### src/sv/hsv_pkg.sv
// Constants and types for the HSV to RGB565 converter pipeline.
`default_nettype none
package hsv_pkg;

    localparam int unsigned IN_W  = 32;
    localparam int unsigned OUT_W = 40;

    localparam logic [6:0]  PCT_MAX   = 7'd100;
    localparam logic [8:0]  HUE_MOD   = 9'd360;
    localparam logic [6:0]  SECT_W    = 7'd60;
    localparam logic [7:0]  FULL      = 8'd255;

    // Reciprocals for constant division, quotient may be one low and is corrected
    localparam logic [15:0] HUE_RECIP = 16'd46603;   // 2^24 / 360
    localparam logic [9:0]  HI_RECIP  = 10'd655;     // 2^16 / 100
    localparam logic [10:0] LO_RECIP  = 11'd1677;    // 2^24 / 10000
    localparam logic [12:0] MID_RECIP = 13'd7130;    // 255 * 2^24 / 600000

    localparam logic [13:0] LO_DIV    = 14'd10000;
    localparam logic [19:0] MID_DIV   = 20'd600000;

    typedef enum logic [2:0] {
        SECT_RED_YEL  = 3'd0,
        SECT_YEL_GRN  = 3'd1,
        SECT_GRN_CYN  = 3'd2,
        SECT_CYN_BLU  = 3'd3,
        SECT_BLU_MAG  = 3'd4,
        SECT_MAG_RED  = 3'd5
    } t_sector;

endpackage
`default_nettype wire

### src/sv/hsv_to_rgb565_converter.sv
// HSV to RGB565 converter: seven-stage pipeline, one color per cycle while the output is not stalled.
//
//  channel | direction | tdata fields (lowest bit up)
//  --------+-----------+------------------------------------------------------
//  s       | in        | hue[15:0], saturation[23:16], brightness[31:24]
//  m       | out       | rgb565[15:0], red8[23:16], green8[31:24], blue8[39:32]
//
// One item enters per cycle while the output is not stalled; each item passes
// through seven register stages, set by the chain of reciprocal multiplies and
// their corrections.
// Synchronous active-low reset clears all valid bits; payload is not reset.
// Each stage holds while its successor is full and stalled, so bubbles are
// squeezed out and a stalled output still lets earlier stages fill.
`default_nettype none
module hsv_to_rgb565_converter import hsv_pkg::*; (
    input  wire logic              i_clk,
    input  wire logic              i_rst_n,
    input  wire logic              i_s_tvalid,
    output logic                   o_s_tready,
    input  wire logic [IN_W-1:0]   i_s_tdata,   // hue[15:0] saturation[23:16] brightness[31:24]
    output logic                   o_m_tvalid,
    input  wire logic              i_m_tready,
    output logic [OUT_W-1:0]       o_m_tdata    // rgb565[15:0] red8[23:16] green8[31:24] blue8[39:32]
);

    localparam int unsigned NSTG = 7;

    logic [NSTG:1] r_vld;
    logic [NSTG:1] en;

    // Stage advances when empty or when the next stage takes its item
    always_comb begin
        en[NSTG] = !r_vld[NSTG] || i_m_tready;
        for (int i = NSTG - 1; i >= 1; i--) begin
            en[i] = !r_vld[i] || en[i+1];
        end
    end

    assign o_s_tready = en[1];
    assign o_m_tvalid = r_vld[NSTG];

    always_ff @(posedge i_clk) begin
        if (!i_rst_n) begin
            r_vld <= '0;
        end else begin
            if (en[1]) begin
                r_vld[1] <= i_s_tvalid;
            end
            for (int i = 2; i <= NSTG; i++) begin
                if (en[i]) begin
                    r_vld[i] <= r_vld[i-1];
                end
            end
        end
    end

    // ---------------- stage 1: clamp, hue reciprocal product
    logic [7:0]  in_sat8, in_val8;
    logic [6:0]  n1_sat, n1_val;
    logic [31:0] n1_prodh;
    logic [15:0] r1_hue;
    logic [6:0]  r1_sat, r1_val;
    logic [31:0] r1_prodh;

    assign in_sat8  = i_s_tdata[23:16];
    assign in_val8  = i_s_tdata[31:24];
    assign n1_sat   = (in_sat8 > 8'(PCT_MAX)) ? PCT_MAX : in_sat8[6:0];
    assign n1_val   = (in_val8 > 8'(PCT_MAX)) ? PCT_MAX : in_val8[6:0];
    assign n1_prodh = 32'(i_s_tdata[15:0]) * 32'(HUE_RECIP);

    always_ff @(posedge i_clk) begin
        if (en[1]) begin
            r1_hue   <= i_s_tdata[15:0];
            r1_sat   <= n1_sat;
            r1_val   <= n1_val;
            r1_prodh <= n1_prodh;
        end
    end

    // ---------------- stage 2: hue mod 360, channel products
    logic [7:0]  n2_qh;
    logic [15:0] n2_rem;
    logic [8:0]  n2_hh;
    logic [13:0] n2_va;
    logic [14:0] n2_vx;
    logic [8:0]  r2_hh;
    logic [6:0]  r2_sat, r2_val;
    logic [13:0] r2_va;
    logic [14:0] r2_vx;

    always_comb begin
        n2_qh  = r1_prodh[31:24];
        n2_rem = r1_hue - 16'(n2_qh) * 16'(HUE_MOD);
        n2_hh  = (n2_rem >= 16'(HUE_MOD)) ? 9'(n2_rem - 16'(HUE_MOD)) : n2_rem[8:0];
        n2_va  = 14'(r1_val) * 14'(PCT_MAX - r1_sat);
        n2_vx  = 15'(r1_val) * 15'(FULL);
    end

    always_ff @(posedge i_clk) begin
        if (en[2]) begin
            r2_hh  <= n2_hh;
            r2_sat <= r1_sat;
            r2_val <= r1_val;
            r2_va  <= n2_va;
            r2_vx  <= n2_vx;
        end
    end

    // ---------------- stage 3: sector and ramp, max/min products
    t_sector     n3_sector;
    logic [8:0]  n3_base;
    logic [6:0]  n3_f;
    logic [5:0]  n3_k;
    logic [21:0] n3_lx;
    logic [23:0] n3_prodhi;
    t_sector     r3_sector;
    logic [5:0]  r3_k;
    logic [6:0]  r3_sat, r3_val;
    logic [21:0] r3_lx;
    logic [14:0] r3_vx;
    logic [23:0] r3_prodhi;

    always_comb begin
        if (r2_hh < 9'd60) begin
            n3_sector = SECT_RED_YEL;
        end else if (r2_hh < 9'd120) begin
            n3_sector = SECT_YEL_GRN;
        end else if (r2_hh < 9'd180) begin
            n3_sector = SECT_GRN_CYN;
        end else if (r2_hh < 9'd240) begin
            n3_sector = SECT_CYN_BLU;
        end else if (r2_hh < 9'd300) begin
            n3_sector = SECT_BLU_MAG;
        end else begin
            n3_sector = SECT_MAG_RED;
        end
        if (r2_hh >= 9'd240) begin
            n3_base = 9'd240;
        end else if (r2_hh >= 9'd120) begin
            n3_base = 9'd120;
        end else begin
            n3_base = 9'd0;
        end
        n3_f      = 7'(r2_hh - n3_base);
        n3_k      = (n3_f < SECT_W) ? n3_f[5:0] : 6'(7'd120 - n3_f);
        n3_lx     = 22'(r2_va) * 22'(FULL);
        n3_prodhi = 24'(r2_vx) * 24'(HI_RECIP);
    end

    always_ff @(posedge i_clk) begin
        if (en[3]) begin
            r3_sector <= n3_sector;
            r3_k      <= n3_k;
            r3_sat    <= r2_sat;
            r3_val    <= r2_val;
            r3_lx     <= n3_lx;
            r3_vx     <= r2_vx;
            r3_prodhi <= n3_prodhi;
        end
    end

    // ---------------- stage 4: max channel, mid ramp term, min product
    logic [7:0]  n4_qhi;
    logic [14:0] n4_rhi;
    logic [7:0]  n4_hi;
    logic [12:0] n4_t;
    logic [31:0] n4_prodlo;
    t_sector     r4_sector;
    logic [6:0]  r4_val;
    logic [7:0]  r4_hi;
    logic [12:0] r4_t;
    logic [21:0] r4_lx;
    logic [31:0] r4_prodlo;

    always_comb begin
        n4_qhi    = r3_prodhi[23:16];
        n4_rhi    = r3_vx - 15'(n4_qhi) * 15'(PCT_MAX);
        n4_hi     = (n4_rhi >= 15'(PCT_MAX)) ? n4_qhi + 8'd1 : n4_qhi;
        n4_t      = 13'(r3_sat) * 13'(r3_k) + 13'(SECT_W) * 13'(PCT_MAX - r3_sat);
        n4_prodlo = 32'(r3_lx) * 32'(LO_RECIP);
    end

    always_ff @(posedge i_clk) begin
        if (en[4]) begin
            r4_sector <= r3_sector;
            r4_val    <= r3_val;
            r4_hi     <= n4_hi;
            r4_t      <= n4_t;
            r4_lx     <= r3_lx;
            r4_prodlo <= n4_prodlo;
        end
    end

    // ---------------- stage 5: min channel, mid numerator
    logic [7:0]  n5_qlo;
    logic [21:0] n5_rlo;
    logic [7:0]  n5_lo;
    logic [19:0] n5_u;
    t_sector     r5_sector;
    logic [7:0]  r5_hi, r5_lo;
    logic [19:0] r5_u;

    always_comb begin
        n5_qlo = r4_prodlo[31:24];
        n5_rlo = r4_lx - 22'(n5_qlo) * 22'(LO_DIV);
        n5_lo  = (n5_rlo >= 22'(LO_DIV)) ? n5_qlo + 8'd1 : n5_qlo;
        n5_u   = 20'(r4_val) * 20'(r4_t);
    end

    always_ff @(posedge i_clk) begin
        if (en[5]) begin
            r5_sector <= r4_sector;
            r5_hi     <= r4_hi;
            r5_lo     <= n5_lo;
            r5_u      <= n5_u;
        end
    end

    // ---------------- stage 6: mid reciprocal product and scaled numerator
    logic [31:0] n6_prodm;
    logic [27:0] n6_um;
    t_sector     r6_sector;
    logic [7:0]  r6_hi, r6_lo;
    logic [31:0] r6_prodm;
    logic [27:0] r6_um;

    assign n6_prodm = 32'(r5_u) * 32'(MID_RECIP);
    assign n6_um    = 28'(r5_u) * 28'(FULL);

    always_ff @(posedge i_clk) begin
        if (en[6]) begin
            r6_sector <= r5_sector;
            r6_hi     <= r5_hi;
            r6_lo     <= r5_lo;
            r6_prodm  <= n6_prodm;
            r6_um     <= n6_um;
        end
    end

    // ---------------- stage 7: mid channel, sector routing, pack
    logic [7:0]  n7_qm;
    logic [27:0] n7_rm;
    logic [7:0]  n7_mid;
    logic [7:0]  n7_r, n7_g, n7_b;
    logic [15:0] n7_rgb;
    logic [OUT_W-1:0] r7_data;

    always_comb begin
        n7_qm  = r6_prodm[31:24];
        n7_rm  = r6_um - 28'(n7_qm) * 28'(MID_DIV);
        n7_mid = (n7_rm >= 28'(MID_DIV)) ? n7_qm + 8'd1 : n7_qm;
        case (r6_sector)
            SECT_RED_YEL: begin
                n7_r = r6_hi;  n7_g = n7_mid; n7_b = r6_lo;
            end
            SECT_YEL_GRN: begin
                n7_r = n7_mid; n7_g = r6_hi;  n7_b = r6_lo;
            end
            SECT_GRN_CYN: begin
                n7_r = r6_lo;  n7_g = r6_hi;  n7_b = n7_mid;
            end
            SECT_CYN_BLU: begin
                n7_r = r6_lo;  n7_g = n7_mid; n7_b = r6_hi;
            end
            SECT_BLU_MAG: begin
                n7_r = n7_mid; n7_g = r6_lo;  n7_b = r6_hi;
            end
            default: begin
                n7_r = r6_hi;  n7_g = r6_lo;  n7_b = n7_mid;
            end
        endcase
        n7_rgb = {n7_r[7:3], n7_g[7:2], n7_b[7:3]};
    end

    always_ff @(posedge i_clk) begin
        if (en[7]) begin
            r7_data <= {n7_b, n7_g, n7_r, n7_rgb};
        end
    end

    assign o_m_tdata = r7_data;

    // ---------------- assertions
    a_pack_matches: assert property (@(posedge i_clk) disable iff (!i_rst_n)
        o_m_tvalid |-> (o_m_tdata[15:11] == o_m_tdata[23:19]) &&
                       (o_m_tdata[10:5] == o_m_tdata[31:26]) &&
                       (o_m_tdata[4:0] == o_m_tdata[39:35]))
        else $error("rgb565 field disagrees with channel fields");

    a_hue_reduced: assert property (@(posedge i_clk) disable iff (!i_rst_n)
        r_vld[2] |-> (r2_hh < HUE_MOD))
        else $error("reduced hue out of range");

    a_ramp_range: assert property (@(posedge i_clk) disable iff (!i_rst_n)
        r_vld[3] |-> (r3_k <= 6'(SECT_W)))
        else $error("hue ramp above sector width");

    a_stall_cause: assert property (@(posedge i_clk) disable iff (!i_rst_n)
        !o_s_tready |-> (o_m_tvalid && !i_m_tready && (&r_vld)))
        else $error("input stalled without a full, stalled pipeline");

endmodule
`default_nettype wire
### config.mk
export PLATFORM = sky130hd
export DESIGN_NAME = hsv_to_rgb565_converter
export DESIGN_NICKNAME = d
export VERILOG_FILES = /design/src/sv/hsv_pkg.sv /design/src/sv/hsv_to_rgb565_converter.sv
export SDC_FILE = /design/constraint.sdc
export NUM_CORES = 2
export LEC_CHECK = 0
export ABC_AREA = 1
export BUFFER_PORTS_ARGS = -buffer_cell sky130_fd_sc_hd__clkbuf_2
export CAP_MARGIN = 20
export CORE_MARGIN = 2
export CORE_UTILIZATION = 60
export DETAILED_ROUTE_END_ITERATION = 12
export GPL_TIMING_DRIVEN = 0
export PLACE_DENSITY = 0.8
export SLEW_MARGIN = 20
export SYNTH_ARGS = -nofsm -noshare
export SYNTH_HDL_FRONTEND = slang
export SYNTH_SLANG_ARGS = --single-unit
### constraint.sdc
create_clock -name i_clk -period 11.4 [get_ports i_clk]
set_clock_uncertainty 0.2 [all_clocks]
set_input_delay 2.28 -clock i_clk [delete_from_list [all_inputs] [get_ports i_clk]]
set_output_delay 2.28 -clock i_clk [all_outputs]
set_load 0.01 [all_outputs]
==> run_summary.xml <==
<?xml version="1.0" encoding="UTF-8"?>
<metrics>
  <group name="worst_hold_path">
    <metric name="worstHoldPathType" unit="">reg -&gt; reg</metric>
    <metric name="timing.hold.worst_path_depth" unit="">0</metric>
    <metric name="hold_start" unit="">r5_sector[1]</metric>
  </group>
  <group name="route">
    <metric name="detail_route.wirelength" unit="um">101000</metric>
    <metric name="drt_first_iter_violations" unit="">2057</metric>
    <metric name="detailroute.via_count" unit="">34850</metric>
    <metric name="dr_wl_met2" unit="um">50400</metric>
    <metric name="route.detailed.wl_per_inst" unit="um">15.5</metric>
    <metric name="via_per_inst" unit="">5.35</metric>
    <metric name="remaining_drc_errors" unit="">0</metric>
    <metric name="met1_length" unit="um">43600</metric>
    <metric name="wl_met3" unit="um">4580</metric>
    <metric name="uppermost_layer_routed" unit="">met5</metric>
    <metric name="first_pass_iters" unit="">7</metric>
    <metric name="antenna_violating_nets_post_route" unit="">0</metric>
  </group>
  <group name="global_route">
    <metric name="globalRouteTotalUtil" unit="%">24.6</metric>
    <metric name="first_global_vias" unit="">36481</metric>
    <metric name="globalRouteOverflowTotal" unit="">0</metric>
    <metric name="number_of_antenna_violations_at_the_first_check_in_global_routing" unit="">2</metric>
    <metric name="largest_net_degree_at_the_start_of_global_routing" unit="">60</metric>
    <metric name="grt_pass1_wl" unit="um">171000</metric>
  </group>
  <group name="critical_path">
    <metric name="crit_fanout" unit="">59</metric>
    <metric name="crit_arrival" unit="ns">6.78</metric>
    <metric name="cp-startpoint" unit="">i_m_tready</metric>
    <metric name="kind_of_end_point_of_the_critical_path" unit="">output pin</metric>
    <metric name="r2r-start" unit="">r6_prodm[28]</metric>
    <metric name="timing.setup.critical_path_class" unit="">in -&gt; out</metric>
    <metric name="timing.critical_path.from_type" unit="">input pin</metric>
    <metric name="cp_data_required_time" unit="ns">8.92</metric>
    <metric name="worst_r2r_path_depth" unit="">33</metric>
  </group>
  <group name="clock_tree">
    <metric name="cts_tree" unit="">yes</metric>
    <metric name="clock_tree.root_cell" unit="">clkbuf_16</metric>
    <metric name="cts.reportedPaths.clkPinSlew" unit="ns">0.07</metric>
    <metric name="clock_sinks" unit="">331</metric>
    <metric name="clk_latency" unit="ns">0.59</metric>
    <metric name="htree_num_levels" unit="">2</metric>
    <metric name="cts_hold_repair.buffers" unit="">0</metric>
    <metric name="post_cts_resize_count" unit="">0</metric>
    <metric name="cts_buffer_depth" unit="">3</metric>
    <metric name="numCtsBuffers" unit="">39</metric>
    <metric name="post_cts_buffers" unit="">0</metric>
  </group>
  <group name="place">
    <metric name="placed_cell_area" unit="sq um">50900</metric>
    <metric name="dp_hpwl" unit="um">84900</metric>
    <metric name="place.gp.congestion" unit="">0.899</metric>
    <metric name="dp_worst_setup_slack" unit="ns">2.11</metric>
    <metric name="dpl.cell_count" unit="">6439</metric>
    <metric name="io_buffer_count" unit="">77</metric>
  </group>
  <group name="job">
    <metric name="max_cap_viol_count" unit="">0</metric>
  </group>
  <group name="synth">
    <metric name="synth_edf_count" unit="">324</metric>
    <metric name="post_synth_inst_count" unit="">5297</metric>
    <metric name="syn_area_per_cell" unit="sq um">9.27</metric>
    <metric name="synth-warning-count" unit="">0</metric>
    <metric name="ys_seq_elements" unit="">331</metric>
    <metric name="yosysSeqAreaShare" unit="%">20.1</metric>
    <metric name="synth.cell_area" unit="sq um">49100</metric>
    <metric name="postSynth.asyncResetShare" unit="%">0</metric>
    <metric name="postSynth.topFlopCell" unit="">edfxtp_1</metric>
    <metric name="number_of_nets_produced_by_synthesis" unit="">6809</metric>
    <metric name="yosysUniqueCellTypes" unit="">53</metric>
  </group>
  <group name="floorplanning">
    <metric name="design.die.area" unit="sq um">84200</metric>
    <metric name="number_of_primary_i_o_pins" unit="">78</metric>
    <metric name="die-height" unit="um">290</metric>
    <metric name="core_area" unit="sq um">80800</metric>
    <metric name="core.rowCount" unit="">104</metric>
    <metric name="starting_utilization_of_the_core_area" unit="%">60.8</metric>
    <metric name="die_x" unit="um">290</metric>
  </group>
  <group name="sta">
    <metric name="normalized_max_slew_margin" unit="%">39.2</metric>
    <metric name="period_share" unit="%">81.2</metric>
    <metric name="worst_slew_pin_slew" unit="ns">0.911</metric>
    <metric name="finalCriticalPeriod" unit="ns">9.26</metric>
    <metric name="finalSetupViolations" unit="">0</metric>
    <metric name="postLayoutSetupSlackWorst" unit="ns">2.14</metric>
    <metric name="slew_viol_final" unit="">0</metric>
    <metric name="number_of_hold_slack_violations_in_the_final_timing_report" unit="">0</metric>
    <metric name="fin_setup_tns" unit="ns">0</metric>
    <metric name="rsz_0062_raised_after_global_routing" unit="">no</metric>
    <metric name="fmaxAchievable" unit="MHz">108</metric>
  </group>
  <group name="final_layout">
    <metric name="number_of_antenna_repair_diodes" unit="">0</metric>
    <metric name="syn2layout_area_growth" unit="%">6.52</metric>
    <metric name="fillers" unit="">6348</metric>
    <metric name="fin_nets" unit="">6932</metric>
    <metric name="design_area" unit="sq um">52300</metric>
    <metric name="finish.cell_count_without_fillers" unit="">6509</metric>
    <metric name="drive_gt1_share" unit="%">4.18</metric>
  </group>
  <group name="outcome">
    <metric name="status" unit="">finished clean</metric>
  </group>
</metrics>
==> worst max-delay path, stage by stage <==
cell	delay (ns)
clkbuf_2	0.08
nor2_1	0.03
inv_1	0.65
nor2_1	0.11
inv_2	0.37
buf_12	0.25
nor2_1	0.07
inv_2	0.35
buf_16	0.23
nor2_1	0.09
inv_4	0.54
nor2_1	0.16
inv_4	0.37
nor2_1	0.24
nand2_2	0.46
buf_12	0.27
clkbuf_2	0.16
==> synth_stat cells (all sizes together), types with 29 or more instances <==
library cell	number	share of area (%)
a21o	32	0.49
a21oi	299	3.1
a31oi	29	0.40
edfxtp	324	20
fa	626	26
ha	850	22
inv	1333	10
nand2	816	6.3
nand3	152	1.6
nand4	63	0.80
nor2	200	1.6
nor3	32	0.35
o21ai	132	1.3
xnor2	83	1.5
xor2	173	3.1
==> cell families after synthesis <==
logic type,share of synthesized area (%)
AOI/OAI and AO/OA,6.34
DFF,20.1
and+or+nand+nor,11.2
adders and majority gates,47.2
xor gates and xnor gates,4.58
buffers and inverters,10.6
==> cell usage in the layout (no fill, tap or decap), types with 8 or more instances in the layout <==
| master | instances |
|---|---|
| clkbuf_16 | 39 |
| fa_1 | 626 |
| inv_1 | 1324 |
| a211oi_1 | 8 |
| nand3_1 | 148 |
| o21a_1 | 11 |
| clkbuf_2 | 77 |
| buf_4 | 16 |
| nor4_1 | 10 |
| a21o_1 | 32 |
| o22ai_1 | 18 |
| xor2_1 | 172 |
| edfxtp_1 | 324 |
| nor2_1 | 193 |
| nand2_1 | 794 |
| ha_1 | 850 |
| clkbuf_1 | 24 |
| o21bai_1 | 8 |
| nor3_1 | 30 |
| xnor2_1 | 83 |
| nand2_2 | 22 |
| a31oi_1 | 28 |
| or2_2 | 17 |
| nand4_1 | 63 |
| o21ai_0 | 128 |
| a21oi_1 | 297 |
==> through the flow <==
| step | hold slack [ns] | util (%) |
|---|---|---|
| 3_5_place_dp | 0.205 | 63.0 |
| 4_1_cts | 0.208 | 64.7 |
| 5_1_grt | 0.206 | 64.7 |
| 6_report | 0.206 | 64.7 |
| 2_1_floorplan | 0.200 | - |
| 3_3_place_gp | 0.200 | 62.9 |
==> sequential cells by signal, summed over array words and instances (netlist names), 8 cells and up <==
register,cells
r6_um,22
o_m_tdata,24
r3_prodhi,8
r6_hi,8
r2_vx,14
r2_hh,9
r6_lo,8
r3_lx,22
r4_t,13
r4_lx,18
r2_va,14
r5_u,20
r3_vx,13
r5_lo,8
r1_prodh,8
r4_prodlo,8
r4_hi,8
r1_hue,16
r5_hi,8
r6_prodm,8
==> layout make-up <==
| type | instances | area (sq um) | area share, % |
|---|---|---|---|
| buffer | 36 | 196 | 0.376 |
| clock buffer | 47 | 1030 | 1.96 |
| clock inverter | 23 | 342 | 0.653 |
| inverter | 1334 | 5010 | 9.58 |
| multi-input combinational | 3596 | 34000 | 65.1 |
| sequential | 331 | 9870 | 18.9 |
| tap | 1060 | 1330 | 2.54 |
| timing repair buffer | 82 | 500 | 0.957 |
==> worst paths after layout <==
path	endpoint	slack [ns]
worst max register to register	o_m_tdata[21]	4.43
worst max-delay path	o_s_tready	2.14
worst min-delay path	r6_sector[1]	0.21
worst min register to register	r6_sector[1]	0.21
==> routing by layer <==
| layer | track usage (%) | vias up |
|---|---|---|
| li1 | - | 17057 |
| met1 | 32.4 | 16817 |
| met2 | 43.8 | 809 |
| met3 | 2.33 | 165 |
| met4 | 5.68 | 2 |
| met5 | 0 | - |
Power is left out: the tool's default activity adds up to more than one toggle a clock period on the data nets, which glitch-free logic cannot reach.
